[src/hw/rtl/cot_ram.sv]
// cot_ram: simple dual-port synchronous ram, one write and one registered read
// no dependencies

module cot_ram #(
  parameter int unsigned ADDR_W = 4,
  parameter int unsigned DATA_W = 8
) (
  input  logic              clk_i,
  input  logic              we_i,
  input  logic [ADDR_W-1:0] waddr_i,
  input  logic [DATA_W-1:0] wdata_i,
  input  logic [ADDR_W-1:0] raddr_i,
  output logic [DATA_W-1:0] rdata_o
);

  localparam int unsigned DEPTH = 1 << ADDR_W;

  logic [DATA_W-1:0] mem_q [DEPTH];
  logic [DATA_W-1:0] rdata_q;

  // write port
  always_ff @(posedge clk_i) begin
    if (we_i) begin
      mem_q[waddr_i] <= wdata_i;
    end
  end

  // registered read port
  always_ff @(posedge clk_i) begin
    rdata_q <= mem_q[raddr_i];
  end

  assign rdata_o = rdata_q;

endmodule

[config.mk]
export PLATFORM = sky130hd
export DESIGN_NAME = cot_ram
export DESIGN_NICKNAME = d
export VERILOG_FILES = /design/src/hw/rtl/cot_ram.sv
export SDC_FILE = /design/constraint.sdc
export NUM_CORES = 1
export LEC_CHECK = 0
export CORE_MARGIN = 2
export CORE_UTILIZATION = 65
export DETAILED_ROUTE_END_ITERATION = 10
export DONT_BUFFER_PORTS = 1
export HOLD_SLACK_MARGIN = 0.03
export PLACE_DENSITY = 0.93
export SLEW_MARGIN = 20
export SYNTH_ARGS = -nofsm -noshare
export SYNTH_HDL_FRONTEND = slang
export SYNTH_SLANG_ARGS = --single-unit
[constraint.sdc]
create_clock -name clk_i -period 2.95 [get_ports clk_i]
set_clock_uncertainty 0.15 [all_clocks]
set_input_delay 0.59 -clock clk_i [delete_from_list [all_inputs] [get_ports clk_i]]
set_output_delay 0.59 -clock clk_i [all_outputs]
set_load 0.02 [all_outputs]
==> impl_summary.log, run 1 <==
INFO  metric drt-wirelength-per-cell = 27.3 um
INFO  metric tightestPinTransition = 0.836 ns
INFO  metric yosys_most_used_dff = sky130_fd_sc_hd__edfxtp_1
INFO  metric postCtsSetupBuffers = 0
INFO  metric drt_pre_antenna_iters = 6
INFO  metric cts_num_sinks = 136
INFO  metric power.share.switching = 19.3%
INFO  metric core_area = 7690 um^2
INFO  metric floorplan.die_area = 8650 um^2
INFO  metric share_of_final_layout_standard_cells_stronger_than_drive_strength_1 = 21.4%
INFO  metric netlist_area = 5150 um^2
INFO  metric crit_buf_inv = 0
INFO  metric cts-root-to-sink-buffers = 2
INFO  metric number_of_global_route_vias_before_repair = 2519
INFO  metric final_max_slew_viol_count = 0
INFO  metric synth_nets = 247
INFO  metric synth_enable_flop_cells = 128
INFO  metric worst_r2r_path_depth = 3
INFO  metric timing.hold.worst.class = input pin to flop
INFO  metric register_area = 4000 um^2
INFO  metric post_cts.resized_instances = 0
INFO  metric nFillCells = 399
INFO  metric max_slew_margin = 44.1%
INFO  metric ys_async_sr_fraction = 0%
INFO  metric critPathRequiredTime = 2.95 ns
INFO  metric startpoint_type = input pin
INFO  metric worst_path_dominant_cell_family = simple AND/OR/NAND/NOR gates
INFO  metric cts_tree = built
INFO  metric min_delay_path_depth = 3
INFO  metric syn2layout_area_growth = 15.5%
INFO  metric layout.cells.most_common = sky130_fd_sc_hd__edfxtp_1
INFO  metric ys_seq_area_share = 77.8%
INFO  metric synth_warnings = 0
INFO  metric post-place-cells = 328
INFO  metric drc_errors = 0
INFO  metric power_leakage = 0.00197 uW
INFO  metric crit_type = input pin to flop
INFO  metric power.share.combinational = 3.3%
INFO  metric rsz0062_at_grt = no
INFO  metric hold_viol = 0
INFO  metric cell_type_of_the_slowest_stage_on_the_worst_timing_path = sky130_fd_sc_hd__nor2_1
INFO  metric crit_path_max_fanout = 8
INFO  metric crit_path_cell_trace = or3b_2, nor2_1
INFO  metric routed_wirelength = 10100 um
INFO  metric cellPowerDensity = 760 nW/um^2
INFO  metric power.net_switching = 872 uW
INFO  metric number_of_nets_in_the_layout = 271
INFO  metric fmax = 587 MHz
INFO  metric clk_pin_slew = 0.06 ns
INFO  metric io_buffer_count = 0
INFO  metric overflow = 0
INFO  metric maximum_vdd_drop = 586 uV
INFO  metric initial_utilization = 67.0%
INFO  metric rows = 32
INFO  metric ys_seq_elements = 136
INFO  metric grt_first_pass_wirelength = 15100 um
INFO  metric final_period_minus_worst_setup_slack = 1.70 ns
INFO  metric die_h = 93.0 um
INFO  metric number_of_nets_with_antenna_violations_after_routing = 0
INFO  metric fin_setup_tns = 0 ns
INFO  metric cellInternalPower = 3650 uW
INFO  metric final_core_utilization = 77.3%
INFO  metric multi_input_comb_area = 1060 um^2
INFO  metric die_w = 93.0 um
INFO  metric cts_hold_buf = 8
INFO  metric non_filler_cells_in_the_finished_layout = 370
INFO  metric pwr-share-seq = 48.5%
INFO  metric post_synth.cell_area_avg = 22.5 um^2
INFO  metric timing.final.crit_share = 57.8%
INFO  metric floorplan.io_pins = 26
INFO  metric pin_count_of_the_biggest_net_entering_global_routing = 33
INFO  metric detailedRoute.firstIterationViolations = 183
INFO  metric grt_antenna_before_repair = 2
INFO  metric clock_tree.root_cell = sky130_fd_sc_hd__clkbuf_8
INFO  metric worst_path_largest_cell_delay = 0.60 ns
INFO  metric dp_hpwl = 5740 um
INFO  metric synth.lib_cells_used.distinct = 19
INFO  metric critPathArrivalTime = 1.70 ns
INFO  metric most-common-layout-cells = sky130_fd_sc_hd__edfxtp_1, sky130_fd_sc_hd__mux4_2, sky130_fd_sc_hd__a22oi_1, sky130_fd_sc_hd__clkbuf_16, sky130_fd_sc_hd__mux4_1
INFO  metric cts-buffers-inserted = 17
INFO  metric run_status = complete, no violations
INFO  metric crit_cells = 2
INFO  metric clock_insertion_delay_worst_skew = 0.52 ns
INFO  metric grtUsageTotal = 26.3%
INFO  metric crit_path_end_kind = flop
INFO  metric syn-instance-count = 229
INFO  metric gp_congestion = 0.826
INFO  metric power.share.clock = 48.2%
INFO  metric vias = 2449
INFO  metric finalPower = 4520 uW
INFO  metric max_cap_viol_count = 0
INFO  metric finalSetupViolCount = 0
INFO  metric cts.htree.levels = 4
INFO  metric viasPerCell = 6.62
==> power groups by stage <==
stage / clock (uW) / combinational [uW] / sequential [uW]
after floorplan: 0 / 110 / 2230
final: 2180 / 150 / 2190
after CTS: 2200 / 150 / 2190
after detailed placement: 0 / 114 / 2230
after global placement: 0 / 109 / 2230
after global routing: 2280 / 160 / 2200
==> cell usage after synthesis (2+ instances only) <==
cell type | instances | share of area, %
sky130_fd_sc_hd__edfxtp_1 | 128 | 75
sky130_fd_sc_hd__mux4_2 | 18 | 7.9
sky130_fd_sc_hd__a22oi_1 | 16 | 2.3
sky130_fd_sc_hd__mux4_1 | 14 | 7.1
sky130_fd_sc_hd__nor2_1 | 13 | 0.95
sky130_fd_sc_hd__nand2_1 | 9 | 0.66
sky130_fd_sc_hd__dfxtp_1 | 8 | 3.1
sky130_fd_sc_hd__nor3_1 | 4 | 0.39
sky130_fd_sc_hd__buf_2 | 3 | 0.29
sky130_fd_sc_hd__buf_6 | 3 | 0.66
sky130_fd_sc_hd__clkdlybuf4s25_2 | 3 | 0.58
sky130_fd_sc_hd__nand2b_1 | 2 | 0.24
sky130_fd_sc_hd__nand3b_1 | 2 | 0.29
==> area by class of cell <==
type | count | area share (%)
Clock inverter | 12 | 2.88
Antenna cell | 2 | 0.0842
Timing Repair Buffer | 15 | 2.23
Multi-Input combinational cell | 83 | 17.8
Clock buffer | 20 | 7.49
Sequential cell | 136 | 67.4
Tap cell | 102 | 2.15
==> stage by stage <==
stage               setup WS (ns)  hold WS, ns  instance area [um^2]
floorplan                   0.717        0.479                  5150
global placement            0.863        0.510                  5240
detailed placement          0.729        0.515                  5240
CTS                          1.23        0.192                  5940
global route                 1.21        0.224                  5940
finish                       1.25        0.226                  5940
==> cells by family (layout without fill, tap and decap cells) <==
group | Yosys count | in the layout | synth area share (%)
AO/OA/AOI/OAI | 16 | 16 | 2.33
multiplexers | 32 | 32 | 15.0
buffers and inverters | 10 | 47 | 1.68
other | 0 | 2 | 0
flip-flops | 136 | 136 | 77.8
AND/OR/NAND/NOR | 35 | 35 | 3.18
==> sequential cells by signal, summed over array words and instances, names as in the netlist <==
signal / count
rdata_o: 8
mem_q: 128
==> worst reg2reg max path: cells and delay by family, from the launching register on <==
family	cells	cell delay [ns]
muxes	1	0.58
DFF	1	0.42
AOI/OAI and AO/OA	1	0.26
and+or+nand+nor	1	0.08
==> metal layers <==
metal | up-vias | part of all wire, % | track usage, %
met4 | 0 | 3.1 | 13.1
met1 | 1255 | 38 | 33.9
met5 | - | 0 | 0
li1 | 1026 | - | -
met3 | 24 | 8.7 | 10.1
met2 | 144 | 50 | 39.9
==> path summary, 6_finish.rpt <==
| path | from | end | slack [ns] |
|---|---|---|---|
| setup / recovery | waddr_i[2] | mem_q[1][6]$_DFFE_PP_ | 1.25 |
| hold / removal | raddr_i[1] | rdata_o[5]$_DFF_P_ | 0.23 |
| setup reg to reg | mem_q[5][3]$_DFFE_PP_ | rdata_o[3]$_DFF_P_ | 1.34 |
| hold reg to reg | mem_q[8][3]$_DFFE_PP_ | rdata_o[3]$_DFF_P_ | 0.53 |
(Power assumes the default switching activity.)
==> inputs of run 2 (changes only) <==
- ABC_AREA: unset -> 1
- CORE_UTILIZATION: 65 -> 63
- PLACE_DENSITY: 0.93 -> 0.91
- clock period: 2.95 -> 1.7 ns (I/O delays scaled with it)
==> impl_summary.log, run 2 <==
INFO  metric yosys_most_used_dff = sky130_fd_sc_hd__edfxtp_1 (unchanged)
INFO  metric cellPowerDensity = 1160 nW/um^2 (was 760 nW/um^2)
INFO  metric timing.final.crit_share = 101%
INFO  metric crit_type = input pin to flop (unchanged)
INFO  metric ys_seq_area_share = 69.4% (was 77.8%)
INFO  metric crit_path_end_kind = flop (unchanged)
INFO  metric final_max_slew_viol_count = 0 (unchanged)
INFO  metric synth_commonest_cells = sky130_fd_sc_hd__nand2_1, sky130_fd_sc_hd__edfxtp_1, sky130_fd_sc_hd__inv_1, sky130_fd_sc_hd__nand3_1, sky130_fd_sc_hd__nor2_1 (was sky130_fd_sc_hd__edfxtp_1, sky130_fd_sc_hd__mux4_2, sky130_fd_sc_hd__a22oi_1, sky130_fd_sc_hd__mux4_1, sky130_fd_sc_hd__nor2_1)
INFO  metric drt_pre_antenna_iters = 7 (was 6)
INFO  metric rows = 34 (was 32)
INFO  metric post-place-cells = 655 (was 328)
INFO  metric rsz0062_at_grt = no (unchanged)
INFO  metric number_of_nets_in_the_layout = 598 (was 271)
INFO  metric n_antenna_cell = 0 (was 2)
INFO  metric timing.hold.worst.class = input pin to flop (unchanged)
INFO  metric core_area = 8810 um^2 (was 7690 um^2)
INFO  metric synth.top_cell.area_share = 66.7% (was 74.7%)
INFO  metric global_route.usage.met2 = 48.8% (was 39.9%)
INFO  metric final_period_minus_worst_setup_slack = 1.72 ns
INFO  metric grt_antenna_before_repair = 0 (was 2)
INFO  metric power_leakage = 0.00285 uW (was 0.00197 uW)
INFO  metric fin_worst_hold_slack = 0.0190 ns (was 0.226 ns)
INFO  metric floorplan.die_area = 9940 um^2 (was 8650 um^2)
INFO  metric layout_setup_ws = -0.0198 ns (was 1.25 ns)
INFO  metric synth_most_common_cell = sky130_fd_sc_hd__nand2_1 (was sky130_fd_sc_hd__edfxtp_1)
INFO  metric hold_viol = 0 (unchanged)
INFO  metric timing.hold.worst_endpoint = rdata_o[6]$_DFF_P_ (was rdata_o[5]$_DFF_P_)
INFO  metric critPathArrivalTime = 2.03 ns (was 1.70 ns)
INFO  metric worstReg2RegStart = mem_q[11][7]$_DFFE_PP_ (was mem_q[5][3]$_DFFE_PP_)
INFO  metric postCtsSetupBuffers = 0 (unchanged)
INFO  metric vias = 4213 (was 2449)
INFO  metric busiest_layer = met2 (unchanged)
INFO  metric synth_warnings = 0 (unchanged)
INFO  metric worstReg2RegEnd = rdata_o[7]$_DFF_P_ (was rdata_o[3]$_DFF_P_)
INFO  metric synth_enable_flop_cells = 128 (unchanged)
INFO  metric drt-wirelength-per-cell = 20.5 um (was 27.3 um)
INFO  metric number_of_nets_with_antenna_violations_after_routing = 0 (unchanged)
INFO  metric ys_seq_elements = 136 (unchanged)
INFO  metric layout.cells.most_common = sky130_fd_sc_hd__nand2_1 (was sky130_fd_sc_hd__edfxtp_1)
INFO  metric cts.htree.levels = 4 (unchanged)
INFO  metric gp_congestion = 0.822 (was 0.826)
INFO  metric worst_r2r_path_depth = 7 (was 3)
INFO  metric max_slew_margin = 41.3% (was 44.1%)
INFO  metric min_delay_path_depth = 4 (was 3)
INFO  metric largest_register_ffs = 128 (unchanged)
INFO  metric post_synth.cell_area_avg = 10.5 um^2 (was 22.5 um^2)
INFO  metric failing_checks = negative setup slack
INFO  metric floorplan.io_pins = 26 (unchanged)
INFO  metric drc_errors = 0 (unchanged)
INFO  metric groute.layer.met3.usage = 7.80% (was 10.1%)
INFO  metric cts_num_sinks = 136 (unchanged)
INFO  metric startpoint_type = input pin (unchanged)
INFO  metric reg2reg_setup_slack = 0.03 ns (was 1.34 ns)
INFO  metric min_from = raddr_i[1] (unchanged)
INFO  metric syn2layout_area_growth = 14.8% (was 15.5%)
INFO  metric netlist_area = 5770 um^2 (was 5150 um^2)
INFO  metric crit_path_max_fanout = 18 (was 8)
INFO  metric cts_tree = built (unchanged)
INFO  metric share_of_final_layout_standard_cells_stronger_than_drive_strength_1 = 8.94% (was 21.4%)
INFO  metric die_h = 99.7 um (was 93.0 um)
INFO  metric fmax = 581 MHz
INFO  metric clk_pin_slew = 0.06 ns (about the same)
INFO  metric maximum_vdd_drop = 954 uV (was 586 uV)
INFO  metric syn-instance-count = 551 (was 229)
INFO  metric dp_hpwl = 7630 um (was 5740 um)
INFO  metric viasPerCell = 6.01 (was 6.62)
INFO  metric critPathRequiredTime = 2.01 ns (was 2.95 ns)
INFO  metric grt_first_pass_wirelength = 22200 um (was 15100 um)
INFO  metric regMostFlops = mem_q (unchanged)
INFO  metric die_w = 99.7 um (was 93.0 um)
INFO  metric synth.lib_cells_used.distinct = 12 (was 19)
INFO  metric detailedRoute.firstIterationViolations = 583 (was 183)
INFO  metric ys_async_sr_fraction = 0% (unchanged)
INFO  metric clock_insertion_delay_worst_skew = 0.53 ns (was 0.52 ns)
INFO  metric grtUsageTotal = 30.9% (was 26.3%)
INFO  metric initial_utilization = 65.5% (was 67.0%)
INFO  metric cts-root-to-sink-buffers = 2 (unchanged)
INFO  metric routed_wirelength = 14400 um (was 10100 um)
INFO  metric tightestPinTransition = 0.878 ns (was 0.836 ns)
INFO  metric io_buffer_count = 0 (unchanged)
INFO  metric non_filler_cells_in_the_finished_layout = 701 (was 370)
INFO  metric max_cap_viol_count = 0 (unchanged)
INFO  metric finalSetupViolCount = 2 (was 0)
INFO  metric synth_nets = 569 (was 247)
INFO  metric fin_setup_tns = -0.0277 ns (was 0 ns)
INFO  metric cts-buffers-inserted = 17 (unchanged)
INFO  metric most-common-layout-cells = sky130_fd_sc_hd__nand2_1, sky130_fd_sc_hd__edfxtp_1, sky130_fd_sc_hd__inv_1 (was sky130_fd_sc_hd__edfxtp_1, sky130_fd_sc_hd__mux4_2, sky130_fd_sc_hd__a22oi_1, sky130_fd_sc_hd__clkbuf_16, sky130_fd_sc_hd__mux4_1)
INFO  metric run_status = finished with violations (was complete, no violations)
INFO  metric synth.area.top_cells = sky130_fd_sc_hd__edfxtp_1, sky130_fd_sc_hd__nand2_1, sky130_fd_sc_hd__nand3_1 (was sky130_fd_sc_hd__edfxtp_1, sky130_fd_sc_hd__mux4_2, sky130_fd_sc_hd__mux4_1)
INFO  metric grt_use_met1 = 38.3% (was 33.9%)
INFO  metric clock_tree.root_cell = sky130_fd_sc_hd__clkbuf_8 (unchanged)
INFO  metric synth.largest_area_cell = sky130_fd_sc_hd__edfxtp_1 (unchanged)
INFO  metric overflow = 0 (unchanged)
INFO  metric number_of_global_route_vias_before_repair = 4171 (was 2519)
INFO  metric pin_count_of_the_biggest_net_entering_global_routing = 64 (was 33)
[run 2: cell count changes in the layout (fill, tap and decap cells not counted), sizes merged, moves of 4 or more]
| cell | delta |
|---|---|
| a22oi | -16 |
| buf | +13 |
| clkinvlp | +5 |
| dlygate4sd3 | +6 |
| inv | +105 |
| mux4 | -32 |
| nand2 | +164 |
| nand3 | +96 |
| nor2 | +4 |
| nor3 | -4 |
[run 2: per-stage QoR]
stage          area, um^2  total power (uW)  util (%)  worst slack (ns)
2_1_floorplan        5770              4130         -             0.259
3_3_place_gp         5920              4160      67.3             0.238
3_5_place_dp         5920              4180      67.3             0.218
4_1_cts              6620              7620      75.2             0.101
5_1_grt              6620              7820      75.2           0.00750
6_report             6620              7650      75.2           -0.0198
[run 2: power breakdown]
group	leakage [uW]	total, uW	internal (uW)	switching [uW]
registers	0.00122	3800	3750	53.1
logic	0.00137	431	134	297
clock network	0.000256	3420	1960	1460
[run 2: cell families (layout without fill, tap and decap cells)]
kind of cell | after synthesis | after routing | synth area share (%)
AND/OR/NAND/NOR | 289 | 289 | 21.0
flip-flops | 136 | 136 | 69.4
buffers and inverters | 126 | 168 | 9.52
[run 2: worst max path at each step]
| stage | slack [ns] | from | end | depth (start not counted) |
|---|---|---|---|---|
| after floorplan | 0.26 | waddr_i[2] | mem_q[10][0]$_DFFE_PP_ | 2 |
| after global placement | 0.24 | raddr_i[2] | rdata_o[6]$_DFF_P_ | 4 |
| after detailed placement | 0.22 | raddr_i[0] | rdata_o[6]$_DFF_P_ | 7 |
| after CTS | 0.10 | mem_q[12][7]$_DFFE_PP_ | rdata_o[7]$_DFF_P_ | 7 |
| after global routing | 0.007 | mem_q[10][7]$_DFFE_PP_ | rdata_o[7]$_DFF_P_ | 7 |
| final | -0.02 | raddr_i[1] | rdata_o[0]$_DFF_P_ | 5 |
[run 2: critical path, stage by stage]
cell and delay (ns):
sky130_fd_sc_hd__dlygate4sd3_1 1.12, sky130_fd_sc_hd__nand2_1 0.15, sky130_fd_sc_hd__nand3_1 0.13, sky130_fd_sc_hd__nand3_1 0.15, sky130_fd_sc_hd__nand2_1 0.14
[run 2: repair_timing]
action / in CTS / in global routing
resized for setup: 0 / 0
hold buffers: 14 / 0
endpoints found under the setup margin: 0 / 1
hold endpoints to repair: 136 / 0
[run 2: final cells by class]
cell class,instances,area (um^2)
clock inverters,15,141
multi-input cells,289,1210
flip-flops and latches,136,4000
fillers,450,2190
inverters,102,383
well taps,108,135
repair buffers,34,328
clock buffers,17,414
[run 2: metal layers]
layer	up-vias	share of wire [%]	routed length, um
met1	1941	35	5030
met5	-	0	0
met3	89	11	1600
met4	0	5.9	844
met2	353	48	6910
li1	1830	-	-
==> inputs of run 3 (changes only) <==
- PLACE_DENSITY: 0.91 -> 0.78
==> impl_summary.log, run 3 (synthesis gave the netlist of run 2 again) <==
INFO  metric run_status = complete, no violations (was finished with violations)
INFO  metric maximum_vdd_drop = 871 uV (was 954 uV)
INFO  metric worst_r2r_path_depth = 7 (unchanged)
INFO  metric detailedRoute.firstIterationViolations = 396 (was 583)
INFO  metric gp_congestion = 0.831 (was 0.822)
INFO  metric drt-wirelength-per-cell = 18.9 um (was 20.5 um)
INFO  metric number_of_global_route_vias_before_repair = 3919 (was 4171)
INFO  metric fin_setup_tns = 0 ns (was -0.0277 ns)
INFO  metric crit_buf_inv = 2 (was 1)
INFO  metric power_leakage = 0.00287 uW (was 0.00285 uW)
INFO  metric grtUsageTotal = 28.6% (was 30.9%)
INFO  metric drt_pre_antenna_iters = 5 (was 7)
INFO  metric routed_wirelength = 13300 um (was 14400 um)
INFO  metric initial_utilization = 65.5% (unchanged)
INFO  metric timing.hold.worst.class = input pin to flop (unchanged)
INFO  metric worst_path_dominant_cell_family = buffers and inverters (unchanged)
INFO  metric n_antenna_cell = 0 (unchanged)
INFO  metric syn2layout_area_growth = 15.0% (was 14.8%)
INFO  metric most-common-layout-cells = sky130_fd_sc_hd__nand2_1, sky130_fd_sc_hd__edfxtp_1, sky130_fd_sc_hd__inv_1 (unchanged)
INFO  metric cts_tree = built (unchanged)
INFO  metric overflow = 0 (unchanged)
INFO  metric io_buffer_count = 0 (unchanged)
INFO  metric pin_count_of_the_biggest_net_entering_global_routing = 65 (was 64)
INFO  metric detailed_place.area = 5900 um^2 (was 5920 um^2)
INFO  metric crit_type = flop to flop (was input pin to flop)
INFO  metric crit_cells = 7 (was 5)
INFO  metric tightestPinTransition = 0.961 ns (was 0.878 ns)
INFO  metric number_of_nets_with_antenna_violations_after_routing = 0 (unchanged)
INFO  metric crit_path_max_fanout = 1 (was 18)
INFO  metric final_core_utilization = 75.3% (was 75.2%)
INFO  metric grt_antenna_before_repair = 0 (unchanged)
INFO  metric vias = 3941 (was 4213)
INFO  metric die_h = 99.7 um (unchanged)
INFO  metric worst_path_largest_cell_delay = 0.56 ns (was 1.12 ns)
INFO  metric clock_tree.root_cell = sky130_fd_sc_hd__clkbuf_8 (unchanged)
INFO  metric cts-root-to-sink-buffers = 2 (unchanged)
INFO  metric grt_first_pass_wirelength = 20500 um (was 22200 um)
INFO  metric cts.htree.levels = 4 (unchanged)
INFO  metric clock_insertion_delay_worst_skew = 0.52 ns (was 0.53 ns)
INFO  metric fin_worst_hold_slack = 0.0291 ns (was 0.0190 ns)
INFO  metric cts-buffers-inserted = 17 (unchanged)
INFO  metric hold_viol = 0 (unchanged)
INFO  metric floorplan.io_pins = 26 (unchanged)
INFO  metric cell_type_of_the_slowest_stage_on_the_worst_timing_path = sky130_fd_sc_hd__dlygate4sd3_1 (unchanged)
INFO  metric clk_pin_slew = 0.06 ns (about the same)
INFO  metric floorplan.die_area = 9940 um^2 (unchanged)
INFO  metric number_of_nets_in_the_layout = 601 (was 598)
INFO  metric regMostFlops = mem_q (unchanged)
INFO  metric critPathArrivalTime = 1.88 ns (was 2.03 ns)
INFO  metric critPathRequiredTime = 1.96 ns (was 2.01 ns)
INFO  metric stdcell_area = 6630 um^2 (was 6620 um^2)
INFO  metric largest_register_ffs = 128 (unchanged)
INFO  metric layout.cells.most_common = sky130_fd_sc_hd__nand2_1 (unchanged)
INFO  metric timing.final.crit_share = 95.3% (was 101%)
INFO  metric max_cap_viol_count = 0 (unchanged)
INFO  metric crit_path_end_kind = flop (unchanged)
INFO  metric viasPerCell = 5.60 (was 6.01)
INFO  metric max_slew_margin = 35.9% (was 41.3%)
INFO  metric cts_num_sinks = 136 (unchanged)
INFO  metric drc_errors = 0 (unchanged)
INFO  metric layout_setup_ws = 0.0794 ns (was -0.0198 ns)
INFO  metric rows = 34 (unchanged)
INFO  metric postCtsSetupBuffers = 0 (unchanged)
INFO  metric crit_path_cell_trace = inv_1, nand2_1, nand3_1, dlygate4sd3_1, nand3_1, nand3_2, nand2_1 (was dlygate4sd3_1, nand2_1, nand3_1, nand3_1, nand2_1)
INFO  metric startpoint_type = flop (was input pin)
INFO  metric fmax = 617 MHz (was 581 MHz)
INFO  metric final_period_minus_worst_setup_slack = 1.62 ns (was 1.72 ns)
INFO  metric cellPowerDensity = 1140 nW/um^2 (was 1160 nW/um^2)
INFO  metric min_delay_path_depth = 4 (unchanged)
INFO  metric dp_hpwl = 7610 um (was 7630 um)
INFO  metric share_of_final_layout_standard_cells_stronger_than_drive_strength_1 = 9.23% (was 8.94%)
INFO  metric core_area = 8810 um^2 (unchanged)
INFO  metric die_w = 99.7 um (unchanged)
INFO  metric finalSetupViolCount = 0 (was 2)
INFO  metric final_max_slew_viol_count = 0 (unchanged)
INFO  metric dp_worst_setup_slack = 0.225 ns (was 0.218 ns)
## run 3: worst paths after layout
kind / from / to / slack (ns)
worst max-delay path: mem_q[15][0]$_DFFE_PP_ / rdata_o[0]$_DFF_P_ / 0.08
worst min-delay path: raddr_i[1] / rdata_o[2]$_DFF_P_ / 0.03
worst max register to register: mem_q[15][0]$_DFFE_PP_ / rdata_o[0]$_DFF_P_ / 0.08
worst min register to register: mem_q[5][6]$_DFFE_PP_ / rdata_o[6]$_DFF_P_ / 0.55
## run 3: stage by stage
stage / cells / power, uW
3_3_place_gp: 655 / 4160
3_5_place_dp: 655 / 4170
6_report: 704 / 7580
2_1_floorplan: 551 / 4130
5_1_grt: 704 / 7780
4_1_cts: 703 / 7580
## run 3: timing repair
| item | 4_1_cts | 5_1_grt |
|---|---|---|
| endpoints found under the setup margin | 0 | 7 |
| gates resized for setup | 0 | 2 |
| endpoints found under the hold margin | 136 | 2 |
| hold buffers | 16 | 2 |
## run 3: area by class of cell
type	count	area, um^2
Sequential cell	136	4000
Tap cell	108	135
Timing Repair Buffer	37	335
Inverter	102	383
Clock inverter	14	126
Fill cell	529	2180
Multi-Input combinational cell	289	1220
Clock buffer	18	428
## run 3: routing by layer
layer  global-route usage (%)  vias to the layer above  share of wire [%]
met1                     36.3                     1861                 39
met4                     13.4                        0                2.7
met5                        0                        -                  0
met3                     7.38                       33                9.0
met2                     46.7                      205                 49
li1                         -                     1842                  -
## run 3: worst reg2reg max path, stage by stage, from the launching register on
cell                            delay [ns]
sky130_fd_sc_hd__edfxtp_1             0.37
sky130_fd_sc_hd__inv_1                0.06
sky130_fd_sc_hd__nand2_1              0.04
sky130_fd_sc_hd__nand3_1              0.07
sky130_fd_sc_hd__dlygate4sd3_1        0.56
sky130_fd_sc_hd__nand3_1              0.08
sky130_fd_sc_hd__nand3_2              0.11
sky130_fd_sc_hd__nand2_1              0.06
## run 3: power breakdown
part | internal, uW | switching [uW] | total (uW)
clock | 1980 | 1380 | 3350
sequential | 3750 | 61.0 | 3810
combinational | 132 | 281 | 413
